File: src/rtl/core/i2cm_pkg.sv
`timescale 1ns / 1ps

package i2cm_pkg;

    // Operation codes carried on the slave-side tuser
    localparam logic [1:0] OP_TICK  = 2'd0;
    localparam logic [1:0] OP_READ  = 2'd1;
    localparam logic [1:0] OP_WRITE = 2'd2;

    // Step kinds of a transaction program
    localparam logic [2:0] K_END   = 3'd0;
    localparam logic [2:0] K_FIX   = 3'd1;
    localparam logic [2:0] K_SEND  = 3'd2;
    localparam logic [2:0] K_ACK   = 3'd3;
    localparam logic [2:0] K_RECV  = 3'd4;
    localparam logic [2:0] K_MNACK = 3'd5;

    // Byte sources for a send step
    localparam logic [2:0] SRC_ADDR_WR = 3'd0;
    localparam logic [2:0] SRC_ADDR_RD = 3'd1;
    localparam logic [2:0] SRC_CTRL    = 3'd2;
    localparam logic [2:0] SRC_DAC_CMD = 3'd3;
    localparam logic [2:0] SRC_VALUE   = 3'd4;

    localparam logic [7:0] DAC_CMD_BYTE = 8'h40;

    localparam int PHASE_W = 6;
    localparam int BIT_W   = 4;

    // Fixed line levels for a fixed step: {scl, sda}
    localparam logic [2:0] FIX_LL = 3'd0;
    localparam logic [2:0] FIX_LH = 3'd1;
    localparam logic [2:0] FIX_HL = 3'd2;
    localparam logic [2:0] FIX_HH = 3'd3;

    typedef struct packed {
        logic [2:0] kind;
        logic [2:0] arg;
    } t_entry;

    typedef struct packed {
        logic [7:0] hold_ticks;
        logic [6:0] dev_addr;
    } t_cfg;

    typedef struct packed {
        logic       nack_seen;
        logic [7:0] read_data;
        logic       done_res;
        logic       busy_res;
        logic       sda_level;
        logic       scl_level;
    } t_result;

    // Transaction programs, indexed by phase (1 = first step)
    function automatic t_entry prog_entry(input logic is_read, input logic [PHASE_W-1:0] phase);
        t_entry e;
        e = '{kind: K_END, arg: 3'd0};
        if (is_read) begin
            unique case (phase)
                6'd1:    e = '{kind: K_FIX,   arg: FIX_HH};
                6'd2:    e = '{kind: K_FIX,   arg: FIX_HL};
                6'd3:    e = '{kind: K_SEND,  arg: SRC_ADDR_WR};
                6'd4:    e = '{kind: K_ACK,   arg: 3'd0};
                6'd5:    e = '{kind: K_SEND,  arg: SRC_CTRL};
                6'd6:    e = '{kind: K_ACK,   arg: 3'd0};
                6'd7:    e = '{kind: K_FIX,   arg: FIX_LH};
                6'd8:    e = '{kind: K_FIX,   arg: FIX_HH};
                6'd9:    e = '{kind: K_FIX,   arg: FIX_HL};
                6'd10:   e = '{kind: K_SEND,  arg: SRC_ADDR_RD};
                6'd11:   e = '{kind: K_ACK,   arg: 3'd0};
                6'd12:   e = '{kind: K_RECV,  arg: 3'd0};
                6'd13:   e = '{kind: K_MNACK, arg: 3'd0};
                6'd14:   e = '{kind: K_FIX,   arg: FIX_LL};
                6'd15:   e = '{kind: K_FIX,   arg: FIX_HL};
                6'd16:   e = '{kind: K_FIX,   arg: FIX_HH};
                default: e = '{kind: K_END,   arg: 3'd0};
            endcase
        end else begin
            unique case (phase)
                6'd1:    e = '{kind: K_FIX,   arg: FIX_HH};
                6'd2:    e = '{kind: K_FIX,   arg: FIX_HL};
                6'd3:    e = '{kind: K_SEND,  arg: SRC_ADDR_WR};
                6'd4:    e = '{kind: K_ACK,   arg: 3'd0};
                6'd5:    e = '{kind: K_SEND,  arg: SRC_DAC_CMD};
                6'd6:    e = '{kind: K_ACK,   arg: 3'd0};
                6'd7:    e = '{kind: K_SEND,  arg: SRC_VALUE};
                6'd8:    e = '{kind: K_ACK,   arg: 3'd0};
                6'd9:    e = '{kind: K_FIX,   arg: FIX_LL};
                6'd10:   e = '{kind: K_FIX,   arg: FIX_HL};
                6'd11:   e = '{kind: K_FIX,   arg: FIX_HH};
                default: e = '{kind: K_END,   arg: 3'd0};
            endcase
        end
        return e;
    endfunction

    // Number of half-bit segments in a step
    function automatic logic [BIT_W:0] unit_length(input logic [2:0] kind);
        logic [BIT_W:0] len;
        case (kind) inside
            K_FIX:          len = 5'd1;
            K_SEND, K_RECV: len = 5'd16;
            default:        len = 5'd2;
        endcase
        return len;
    endfunction

endpackage

File: src/rtl/core/i2cm_seq.sv
`timescale 1ns / 1ps

module i2cm_seq (
    input  logic              i_clk,
    input  logic              i_rst_n,
    input  logic              i_step,
    input  i2cm_pkg::t_cfg    i_cfg,
    input  logic [1:0]        i_op,
    input  logic [7:0]        i_ctrl,
    input  logic [7:0]        i_value,
    input  logic              i_sda,
    output i2cm_pkg::t_result o_res
);

    logic [i2cm_pkg::PHASE_W-1:0] r_phase, n_phase;
    logic [i2cm_pkg::BIT_W-1:0]   r_bit, n_bit;
    logic [7:0]                   r_shift, n_shift;
    logic [7:0]                   r_delay, n_delay;
    logic                         r_is_read, n_is_read;
    logic [7:0]                   r_ctrl, n_ctrl;
    logic [7:0]                   r_value, n_value;
    logic                         r_ack_err, n_ack_err;
    logic [7:0]                   r_last, n_last;

    i2cm_pkg::t_entry             cur_e, new_e, out_e;
    logic [7:0]                   hold;
    logic [7:0]                   dly;
    logic [i2cm_pkg::BIT_W:0]     bit_sum;
    logic [7:0]                   shifted;
    logic [7:0]                   addr_byte;
    logic                         enter;
    logic                         done;

    assign hold      = (i_cfg.hold_ticks == 8'd0) ? 8'd1 : i_cfg.hold_ticks;
    assign addr_byte = {i_cfg.dev_addr, 1'b0};
    assign cur_e     = i2cm_pkg::prog_entry(r_is_read, r_phase);
    assign dly       = r_delay + 8'd1;
    assign bit_sum   = {1'b0, r_bit} + 5'd1;
    assign shifted   = {r_shift[6:0], i_sda};

    // Next state for one tick
    always_comb begin
        n_phase   = r_phase;
        n_bit     = r_bit;
        n_shift   = r_shift;
        n_delay   = r_delay;
        n_is_read = r_is_read;
        n_ctrl    = r_ctrl;
        n_value   = r_value;
        n_ack_err = r_ack_err;
        n_last    = r_last;
        enter     = 1'b0;
        done      = 1'b0;
        if (i_step) begin
            if (r_phase == '0) begin
                if (i_op == i2cm_pkg::OP_READ || i_op == i2cm_pkg::OP_WRITE) begin
                    n_is_read = (i_op == i2cm_pkg::OP_READ);
                    n_ctrl    = i_ctrl;
                    n_value   = i_value;
                    n_ack_err = 1'b0;
                    n_phase   = 6'd1;
                    enter     = 1'b1;
                end
            end else begin
                n_delay = dly;
                if (dly >= hold) begin
                    n_delay = 8'd0;
                    // High half ends: shift out, shift in or sample the ack
                    if (r_bit[0]) begin
                        case (cur_e.kind)
                            i2cm_pkg::K_SEND: n_shift = {r_shift[6:0], 1'b0};
                            i2cm_pkg::K_RECV: begin
                                n_shift = shifted;
                                if (r_bit == 4'd15) begin
                                    n_last = shifted;
                                end
                            end
                            i2cm_pkg::K_ACK:  n_ack_err = r_ack_err | i_sda;
                            default: ;
                        endcase
                    end
                    n_bit = bit_sum[i2cm_pkg::BIT_W-1:0];
                    if (bit_sum >= i2cm_pkg::unit_length(cur_e.kind)) begin
                        n_phase = r_phase + 6'd1;
                        enter   = 1'b1;
                    end
                end
            end
        end

        // Step entry: restart counters and load the byte to send
        new_e = i2cm_pkg::prog_entry(n_is_read, n_phase);
        if (enter) begin
            n_bit   = '0;
            n_delay = 8'd0;
            case (new_e.kind)
                i2cm_pkg::K_END: begin
                    n_phase = '0;
                    done    = 1'b1;
                end
                i2cm_pkg::K_SEND: begin
                    case (new_e.arg)
                        i2cm_pkg::SRC_ADDR_WR: n_shift = addr_byte;
                        i2cm_pkg::SRC_ADDR_RD: n_shift = addr_byte | 8'd1;
                        i2cm_pkg::SRC_CTRL:    n_shift = n_ctrl;
                        i2cm_pkg::SRC_DAC_CMD: n_shift = i2cm_pkg::DAC_CMD_BYTE;
                        default:               n_shift = n_value;
                    endcase
                end
                i2cm_pkg::K_RECV: n_shift = 8'd0;
                default: ;
            endcase
        end
    end

    // Line levels and flags after this tick
    always_comb begin
        out_e           = i2cm_pkg::prog_entry(n_is_read, n_phase);
        o_res.scl_level = 1'b1;
        o_res.sda_level = 1'b1;
        if (n_phase != '0) begin
            if (out_e.kind == i2cm_pkg::K_FIX) begin
                o_res.scl_level = out_e.arg[1];
                o_res.sda_level = out_e.arg[0];
            end else begin
                o_res.scl_level = n_bit[0];
                o_res.sda_level = (out_e.kind == i2cm_pkg::K_SEND) ? n_shift[7] : 1'b1;
            end
        end
        o_res.busy_res  = (n_phase != '0);
        o_res.done_res  = done;
        o_res.read_data = n_last;
        o_res.nack_seen = n_ack_err;
    end

    // State registers
    always_ff @(posedge i_clk) begin
        if (!i_rst_n) begin
            r_phase   <= '0;
            r_bit     <= '0;
            r_shift   <= 8'd0;
            r_delay   <= 8'd0;
            r_is_read <= 1'b0;
            r_ctrl    <= 8'd0;
            r_value   <= 8'd0;
            r_ack_err <= 1'b0;
            r_last    <= 8'd0;
        end else begin
            r_phase   <= n_phase;
            r_bit     <= n_bit;
            r_shift   <= n_shift;
            r_delay   <= n_delay;
            r_is_read <= n_is_read;
            r_ctrl    <= n_ctrl;
            r_value   <= n_value;
            r_ack_err <= n_ack_err;
            r_last    <= n_last;
        end
    end

endmodule

File: src/rtl/core/i2c_adc_dac_transaction_master.sv
`timescale 1ns / 1ps
// A request's result is registered into the output register on the edge that takes it.
// Throughput: one request per cycle while o_s_tready is high; state updates once per tick.
// The output register lets a new request in while the held result is taken the same cycle.
// Reset (synchronous, active low): bus idle, counters and flags cleared, read data zero,
// half period 6 ticks and device address 72.

module i2c_adc_dac_transaction_master (
    input  logic        i_clk,
    input  logic        i_rst_n,
    // Configuration writes
    input  logic        i_cfg_we,
    input  logic        i_cfg_addr,
    input  logic [7:0]  i_cfg_data,
    // Request stream
    input  logic        i_s_tvalid,
    output logic        o_s_tready,
    input  logic [23:0] i_s_tdata,   // control_byte[7:0], dac_value[15:8], sda_in[16], zero pad
    input  logic [1:0]  i_s_tuser,   // operation[1:0]
    // Result stream
    output logic        o_m_tvalid,
    input  logic        i_m_tready,
    output logic [15:0] o_m_tdata,   // scl_level[0], sda_level[1], busy_res[2],
                                     // read_data[10:3], nack_seen[11], zero pad
    output logic        o_m_tlast    // done_res
);

    localparam logic CFG_HALF_PERIOD = 1'b0;
    localparam logic CFG_DEV_ADDR    = 1'b1;

    i2cm_pkg::t_cfg    r_cfg;
    i2cm_pkg::t_result step_res;
    i2cm_pkg::t_result r_res;
    logic              r_m_valid;
    logic              accept;

    assign o_s_tready = !r_m_valid || i_m_tready;
    assign accept     = i_s_tvalid && o_s_tready;

    // Configuration registers
    always_ff @(posedge i_clk) begin
        if (!i_rst_n) begin
            r_cfg.hold_ticks <= 8'd6;
            r_cfg.dev_addr   <= 7'd72;
        end else if (i_cfg_we) begin
            unique case (i_cfg_addr)
                CFG_HALF_PERIOD: r_cfg.hold_ticks <= i_cfg_data;
                CFG_DEV_ADDR:    r_cfg.dev_addr   <= i_cfg_data[6:0];
                default: ;
            endcase
        end
    end

    i2cm_seq u_seq (
        .i_clk   (i_clk),
        .i_rst_n (i_rst_n),
        .i_step  (accept),
        .i_cfg   (r_cfg),
        .i_op    (i_s_tuser),
        .i_ctrl  (i_s_tdata[7:0]),
        .i_value (i_s_tdata[15:8]),
        .i_sda   (i_s_tdata[16]),
        .o_res   (step_res)
    );

    // Output register
    always_ff @(posedge i_clk) begin
        if (!i_rst_n) begin
            r_m_valid <= 1'b0;
        end else if (accept) begin
            r_m_valid <= 1'b1;
        end else if (i_m_tready) begin
            r_m_valid <= 1'b0;
        end
    end

    always_ff @(posedge i_clk) begin
        if (accept) begin
            r_res <= step_res;
        end
    end

    assign o_m_tvalid = r_m_valid;
    assign o_m_tdata  = {4'd0, r_res.nack_seen, r_res.read_data, r_res.busy_res,
                         r_res.sda_level, r_res.scl_level};
    assign o_m_tlast  = r_res.done_res;

endmodule

File: config.mk
export PLATFORM = sky130hd
export DESIGN_NAME = i2c_adc_dac_transaction_master
export DESIGN_NICKNAME = d
export VERILOG_FILES = /design/src/rtl/core/i2cm_pkg.sv /design/src/rtl/core/i2cm_seq.sv /design/src/rtl/core/i2c_adc_dac_transaction_master.sv
export SDC_FILE = /design/constraint.sdc
export NUM_CORES = 1
export LEC_CHECK = 0
export BUFFER_PORTS_ARGS = -buffer_cell sky130_fd_sc_hd__buf_2
export CORE_ASPECT_RATIO = 0.9
export CORE_MARGIN = 4
export CORE_UTILIZATION = 57
export DETAILED_ROUTE_END_ITERATION = 10
export GPL_TIMING_DRIVEN = 0
export PLACE_DENSITY_LB_ADDON = 0.3
export SYNTH_ARGS = -nofsm -noshare
export SYNTH_HDL_FRONTEND = slang
export SYNTH_SLANG_ARGS = --single-unit
File: constraint.sdc
create_clock -name i_clk -period 14.01 [get_ports i_clk]
set_input_delay 0.7005 -clock i_clk [delete_from_list [all_inputs] [get_ports i_clk]]
set_output_delay 0.7005 -clock i_clk [all_outputs]
set_load 0.05 [all_outputs]
== Yosys cells after proc, flatten, opt, wreduce, memory -nomap -nowiden ==
Memory sizes are Yosys's and may differ from the RTL's. A register that Yosys moved wholly into a read port is not among the register bits.
Index checks and enable logic that the tools add are counted.

* Add/sub/neg operators: 3
* Multiply operators: 0
* Divide/modulo/power cells: 0
* $lt $le $gt $ge: 2
* Equality and inequality tests: 14
* Shift operators: 0
* Multiplexer cells: 68
* Bitwise gates (word level): 4
* Reduce and logical (&&, ||, !) cells: 19

{| class="wikitable"
|+ Operator list
! kind !! count
|-
| $mux W8 || 19
|-
| $mux W6 || 16
|-
| $pmux W8 S2 || 2
|-
| $pmux W8 S4 || 1
|-
| $mux W5 || 6
|-
| $mux W1 || 22
|-
| $eq A3 B2 Y1 const B || 6
|-
| $eq A3 B1 Y1 const B || 3
|-
| $add A8 B1 Y8 const B || 1
|-
| $ge A8 B8 Y1 || 1
|-
| $logic_not A8 Y1 || 1
|-
| $add A6 B1 Y6 const B || 1
|-
| $eq A3 B3 Y1 const B || 2
|-
| $logic_not A2 Y1 || 3
|-
| $logic_not A3 Y1 || 2
|-
| $logic_not A6 Y1 || 1
|-
| $reduce_and A2 Y1 || 3
|-
| $reduce_bool A6 Y1 || 1
|-
| $add A4 B1 Y5 const B || 1
|-
| $ge A5 B5 Y1 || 1
|-
| $eq A4 B4 Y1 const B || 1
|-
| $mux W4 || 1
|-
| $reduce_or A2 Y1 || 2
|-
| $not A1 Y1 || 3
|-
| 9 further kinds || 10
|}

* Bits in registers: 81
* Bits in latches: 0
* Bits in writable memories: 0
* Bits in read-only memories: 720
* Output and inout bits: 19
* Word-level logic and storage cells: 135
* Memories kept: 6

{| class="wikitable"
|+ Memory list
! name !! words !! bits a word !! read ports !! clocked after Yosys merged registers in !! write ports !! RTL line !! source
|-
| (name not given) || 32 || 5 || 1 || 0 || 0 || i2cm_pkg.sv:60 || <nowiki>unique case (phase)</nowiki>
|-
| (name not given) || 32 || 5 || 1 || 0 || 0 || i2cm_pkg.sv:60 ||
|-
| (name not given) || 32 || 5 || 1 || 1 || 0 || i2cm_pkg.sv:60 ||
|-
| (name not given) || 16 || 5 || 1 || 0 || 0 || i2cm_pkg.sv:80 || <nowiki>unique case (phase)</nowiki>
|-
| (name not given) || 16 || 5 || 1 || 0 || 0 || i2cm_pkg.sv:80 ||
|-
| (name not given) || 16 || 5 || 1 || 1 || 0 || i2cm_pkg.sv:80 ||
|}

== Logic depth before layout (Yosys ltp) ==
* Depth in word-level cells: 27
* Gate-level depth with buffers: 33
* Depth with buffers taken out: 32

== Hierarchy ==
Synthesis repeated with hierarchy kept, for this count alone.

* Cells, all modules: 619
* Area, all modules: 5482.8 µm²

{| class="wikitable"
|+ Modules (own cells, without submodules)
! module !! times used !! cells each !! area each (µm²) !! seq. area each (µm²)
|-
| i2cm_seq || 1 || 533 || 4426.7 || 1141.1
|-
| i2c_adc_dac_transaction_master || 1 || 86 || 1056.0 || 710.7
|}

== Worst setup path before layout ==
OpenSTA, ideal clock, no wires.

* Path kind: flip-flop to flip-flop
* From: register u_seq.r_is_read
* To: register r_res (netlist bit o_m_tdata[0]), data pin
* Library setup time: 260 ps
* Arrival time: 6157 ps
* Required time: 13750 ps
* Setup slack: 7592 ps
* Cell stages (with the launch flop): 33
* Buffers on the path: 1
* Period minus slack after synthesis: 6418 ps
* Cells stage by stage: dfxtp_1 > nor3b_1 > a21oi_1 > nor2_1 > xnor2_1 > o21ai_0 > o21ai_0 > ha_1 > or2_1 > a2111oi_2 > a211oi_2 > a21boi_1 > and3_1 > or2_1 > buf_6 > ha_1 > nand2_1 > mux2i_1 > o311a_1 > nor4_2 > nor3_4 > nand2_2 > inv_2 > nor2_1 > inv_1 > ha_1 > a31oi_1 > nor2_1 > o21ai_0 > a21oi_1 > a2111oi_4 > nor3b_2 > mux2_4

* Word-level cells in the longest chain between the ends: 24
* Elaborated cells between the ends (all ways): 41
* Classes of those cells: order compare (1); eq/ne (4); mux (27); reduce/logical (5); memory (4)

{| class="wikitable"
|+ RTL lines
! element !! RTL line !! source
|-
| from (decl) || i2cm_seq.sv:19 || <nowiki>logic r_is_read, n_is_read;</nowiki>
|-
| from (signal assigned) || i2cm_seq.sv:153 || <nowiki>r_is_read <= n_is_read;</nowiki>
|-
| $mux W6 || i2cm_pkg.sv:59 || <nowiki>if (is_read) begin</nowiki>
|-
| $eq A3 B3 Y1 or $eq A3 B2 Y1 (tied branches) || i2cm_seq.sv:83 || <nowiki>if (bit_sum >= i2cm_pkg::unit_length(cur_e.kind)) begin</nowiki>
|-
| $reduce_or A2 Y1 || i2cm_pkg.sv:101 || <nowiki>case (kind) inside</nowiki>
|-
| $mux W5 (2 in series) || i2cm_pkg.sv:101 ||
|-
| $mux W5 || i2cm_seq.sv:66 || <nowiki>if (dly >= hold) begin</nowiki>
|-
| $mux W5 || i2cm_seq.sv:55 || <nowiki>if (r_phase == '0) begin</nowiki>
|-
| $mux W5 || i2cm_seq.sv:54 || <nowiki>if (i_step) begin</nowiki>
|-
| $ge A5 B5 Y1 || i2cm_seq.sv:83 ||
|-
| [8 not listed] || - ||
|-
| $mux W6 || i2cm_seq.sv:96 || <nowiki>case (new_e.kind)</nowiki>
|-
| $mux W6 (*) || i2cm_seq.sv:93 || <nowiki>if (enter) begin</nowiki>
|-
| named net u_seq.n_phase, one bit || i2cm_seq.sv:15 || <nowiki>logic [i2cm_pkg::PHASE_W-1:0] r_phase, n_phase;</nowiki>
|-
| $mem_v2 Z32 W5 or $mem_v2 Z16 W5 (tied branches) || - ||
|-
| $mux W6, on equally long branches || i2cm_pkg.sv:60, i2cm_pkg.sv:80 ||
|-
| $mux W6 || i2cm_pkg.sv:59 ||
|-
| $eq A3 B1 Y1 || i2cm_seq.sv:122 || <nowiki>if (out_e.kind == i2cm_pkg::K_FIX) begin</nowiki>
|-
| $mux W2 || i2cm_seq.sv:122 ||
|-
| to (signal assigned) || i2c_adc_dac_transaction_master.sv:79 || <nowiki>r_res <= step_res;</nowiki>
|-
| to (decl) || i2c_adc_dac_transaction_master.sv:33 || <nowiki>i2cm_pkg::t_result r_res;</nowiki>
|}

Mark *: on every way through the listed nets, which the timed path passes. The rest lies on a longest branch. The select of a mux whose other input is x is not followed.
A chain may end at the register's enable or synchronous reset.

== Worst setup path in the final report ==
Ends and elaborated chain as after synthesis.

==> flow_metrics.tcl <==
set metrics [dict create \
    status "finished clean" \
    max_freq_mhz 131.3 \
    endpoint_kind "flop" \
    p_leak_nw 2.576 \
    track_usage_pct 25.86 \
    rsz0062_at_grt "false" \
    cts_tree "done" \
    initial_core_util_pct 59.27 \
    timing_hold_violations_final 0 \
    cts_hold_buffers 0 \
    routabilityCongestion 0.9504 \
    worstMarginPinSlew_ps 1212 \
    insertedDiodeCount 0 \
    grt_antenna_before_repair 0 \
    p_switching_mw 0.1752 \
    root_buffer "clkbuf_8" \
    post-cts-setup-buffer-count 0 \
    synth_edf_count 13 \
    ir_drop_mv 0.07166 \
    synth-async-reset-ratio_pct 0 \
    post_cts_resize_count 0 \
    num_vias 4832 \
    overflow 0 \
    synth_top_area_cell "dfxtp_1" \
    dp.cells 791 \
    drt_first_iter_violations 357 \
    fin_cells 807 \
    cp_slowest_cell "a2111oi_2" \
    cap_violations 0 \
    cp.required_ps 14140 \
    path_class "flop to flop" \
    drc 0 \
    yosys.area.top_type_share_pct 26.66 \
    syn_inst 621 \
    dieArea_um2 11250 \
    relSlewSlack_pct 18.48 \
    tns_ps 0 \
    grt_pass1_wl_um 23600 \
    p_seq_share_pct 48.5 \
    clkTransAtPathRegs_ps 100 \
    holdPathStages 2 \
    synth_seq_cells 86 \
    ant_nets 0 \
    grt_max_degree 19 \
    post-route-period-util_pct 54.37 \
    ys_top_cells_by_area "dfxtp_1, ha_1, edfxtp_1" \
    p_clk_share_pct 32.1 \
    layout.nets 754 \
    intPower_mw 0.3675 \
    cts_buffer_depth 2 \
    numCtsBuffers 9 \
    layout-drive-gt1-share_pct 18.39 \
    core.rowCount 33 \
    die_h_um 101.0 \
    yosysWarningCount 0 \
    avgSynthCellArea_um2 8.827 \
    wl_per_cell_um 17.71 \
    dp_hpwl_um 11000 \
    routed_wl_um 14290 \
    clock-sinks 86 \
    final_cell_mix "nand2_1, dfxtp_1, buf_2, nor2_1, ha_1" \
    drv_slew 0 \
    first_pass_iters 6 \
    period_minus_slack_ps 7617 \
    slowest_delay_ps 430 \
    ff2ff_path_depth 32 \
    syn_area_um2 5482 \
    num-fill-cells 812 \
    io_pins 59 \
    ys_types 89 \
    port_buffers 45 \
    p_sw_share_pct 32.29 \
    worstPathArrival_ps 7750 \
    fin_total_pwr_mw 0.5427 \
    cts_max_level 3 \
    synthFlopType "dfxtp_1" \
    clock_latency_ps 370 \
    hold_path.class "flop to flop" \
    final_common_cell "nand2_1" \
    ys_seq_area_share_pct 33.78 \
    viasPerCell 5.988 \
    power_density_nw_per_um2 89.40 \
    combPwrFrac_pct 19.4 \
    fp.dieW_um 111.4 \
    setup_violations 0 \
    finClkSkew_ps 15.09 \
    syn2layout_area_growth_pct 10.75 \
    grt_pass1_vias 4835 \
    start_kind "flop" \
    path_max_fanout 9 \
    coreArea_um2 9249 \
]
[sequential cells by signal, indices dropped and copies added (netlist names), 4 cells and up, named ones only]
register and flops:
o_m_tdata 12, u_seq.r_delay 8, u_seq.r_phase 6, u_seq.r_value 8, u_seq.r_shift 8, u_seq.r_bit 4
r_cfg 15, u_seq.r_ctrl 8, u_seq.r_last 8
[metal layers]
layer | global-route usage (%) | vias up | routed length, um
li1 | - | 2342 | -
met1 | 34.35 | 2282 | 6372
met2 | 42.00 | 178 | 6516
met3 | 5.462 | 30 | 1012
met4 | 9.167 | 0 | 386
met5 | 0 | - | 0
[power by group through the flow]
stage	Combinational [mW]	Sequential (mW)	Clock (mW)
after CTS	0.104	0.263	0.178
after floorplan	0.0685	0.277	0
after global routing	0.115	0.264	0.188
after detailed placement	0.104	0.269	0
final	0.105	0.263	0.174
after global placement	0.102	0.268	0
[area by class of cell]
| cell class | instances | area [um^2] | share of cell area (%) |
|---|---|---|---|
| Buffer | 30 | 157.7 | 2.597 |
| Clock buffer | 9 | 123.9 | 2.040 |
| Clock inverter | 7 | 76.32 | 1.257 |
| Inverter | 33 | 128.9 | 2.123 |
| Multi-Input combinational cell | 475 | 3354 | 55.26 |
| Sequential cell | 86 | 1852 | 30.50 |
| Tap cell | 122 | 152.6 | 2.514 |
| Timing Repair Buffer | 45 | 225.2 | 3.710 |
[worst max-delay path, delay by kind of cell (launching register included)]
family | cells | cell delay [ps]
compound gates | 11 | 2410
xor+xnor | 1 | 120
fa+ha+maj | 3 | 900
buf+inv | 3 | 420
flops | 1 | 420
mux | 2 | 380
simple gates | 12 | 2730
[synth_stat cells, types with 3 or more instances]
library cell and instances:
o221ai_1 3, a22oi_1 5, o21ai_0 20, or4_1 4
a21oi_1 28, nor4_1 4, nand2_1 75, or2_1 3
and2_1 14, nor3_1 6, edfxtp_1 13, o22ai_1 4
inv_1 30, buf_6 3, nor3b_1 3, or3_1 3
nand4_1 6, dfxtp_1 73, xor2_1 7, nand3_1 31
nand2b_1 5, o21ai_1 3, buf_2 3, a31oi_1 4
buf_4 5, a31o_2 3, xnor2_1 7, nor2b_1 18
and3_1 6, mux2i_1 23, o211ai_1 11, ha_1 34
a211oi_1 8, a21o_1 4, clkbuf_1 17, nor2_1 39
a21boi_0 15, mux2_2 14
[per-stage QoR]
step	utilization [%]	setup slack, ps	area, um^2	hold slack, ps
finish	65.64	6393	6071	467.6
global route	65.64	5905	6071	487.2
CTS	65.64	6484	6071	470.2
detailed placement	63.47	6508	5871	455.2
global placement	63.47	6642	5871	454.4
floorplan	-	7592	5493	438.2
[path summary, 6_finish.rpt]
path	from	to	slack, ps
setup / recovery	u_seq.r_is_read	o_m_tdata[0]	6390
setup reg to reg	u_seq.r_is_read	o_m_tdata[0]	6390
hold / removal	r_cfg[5]	r_cfg[5]	470
hold reg to reg	r_cfg[5]	r_cfg[5]	470
[cell families (layout without fill, tap and decap cells)]
family                   after synthesis  count (layout)  share of synthesized area [%]
adder cells (fa/ha/maj)               34              34                          7.761
XOR/XNOR                              15              15                          2.534
AO/OA/AOI/OAI                        146             146                          20.38
multiplexers                          40              40                          8.035
flip-flops                            86              86                          33.78
AND/OR/NAND/NOR                      236             236                          22.21
other                                  1               4                        0.06841
buffers and inverters                 63             124                          5.227
Power figures use the tool's default switching activity.
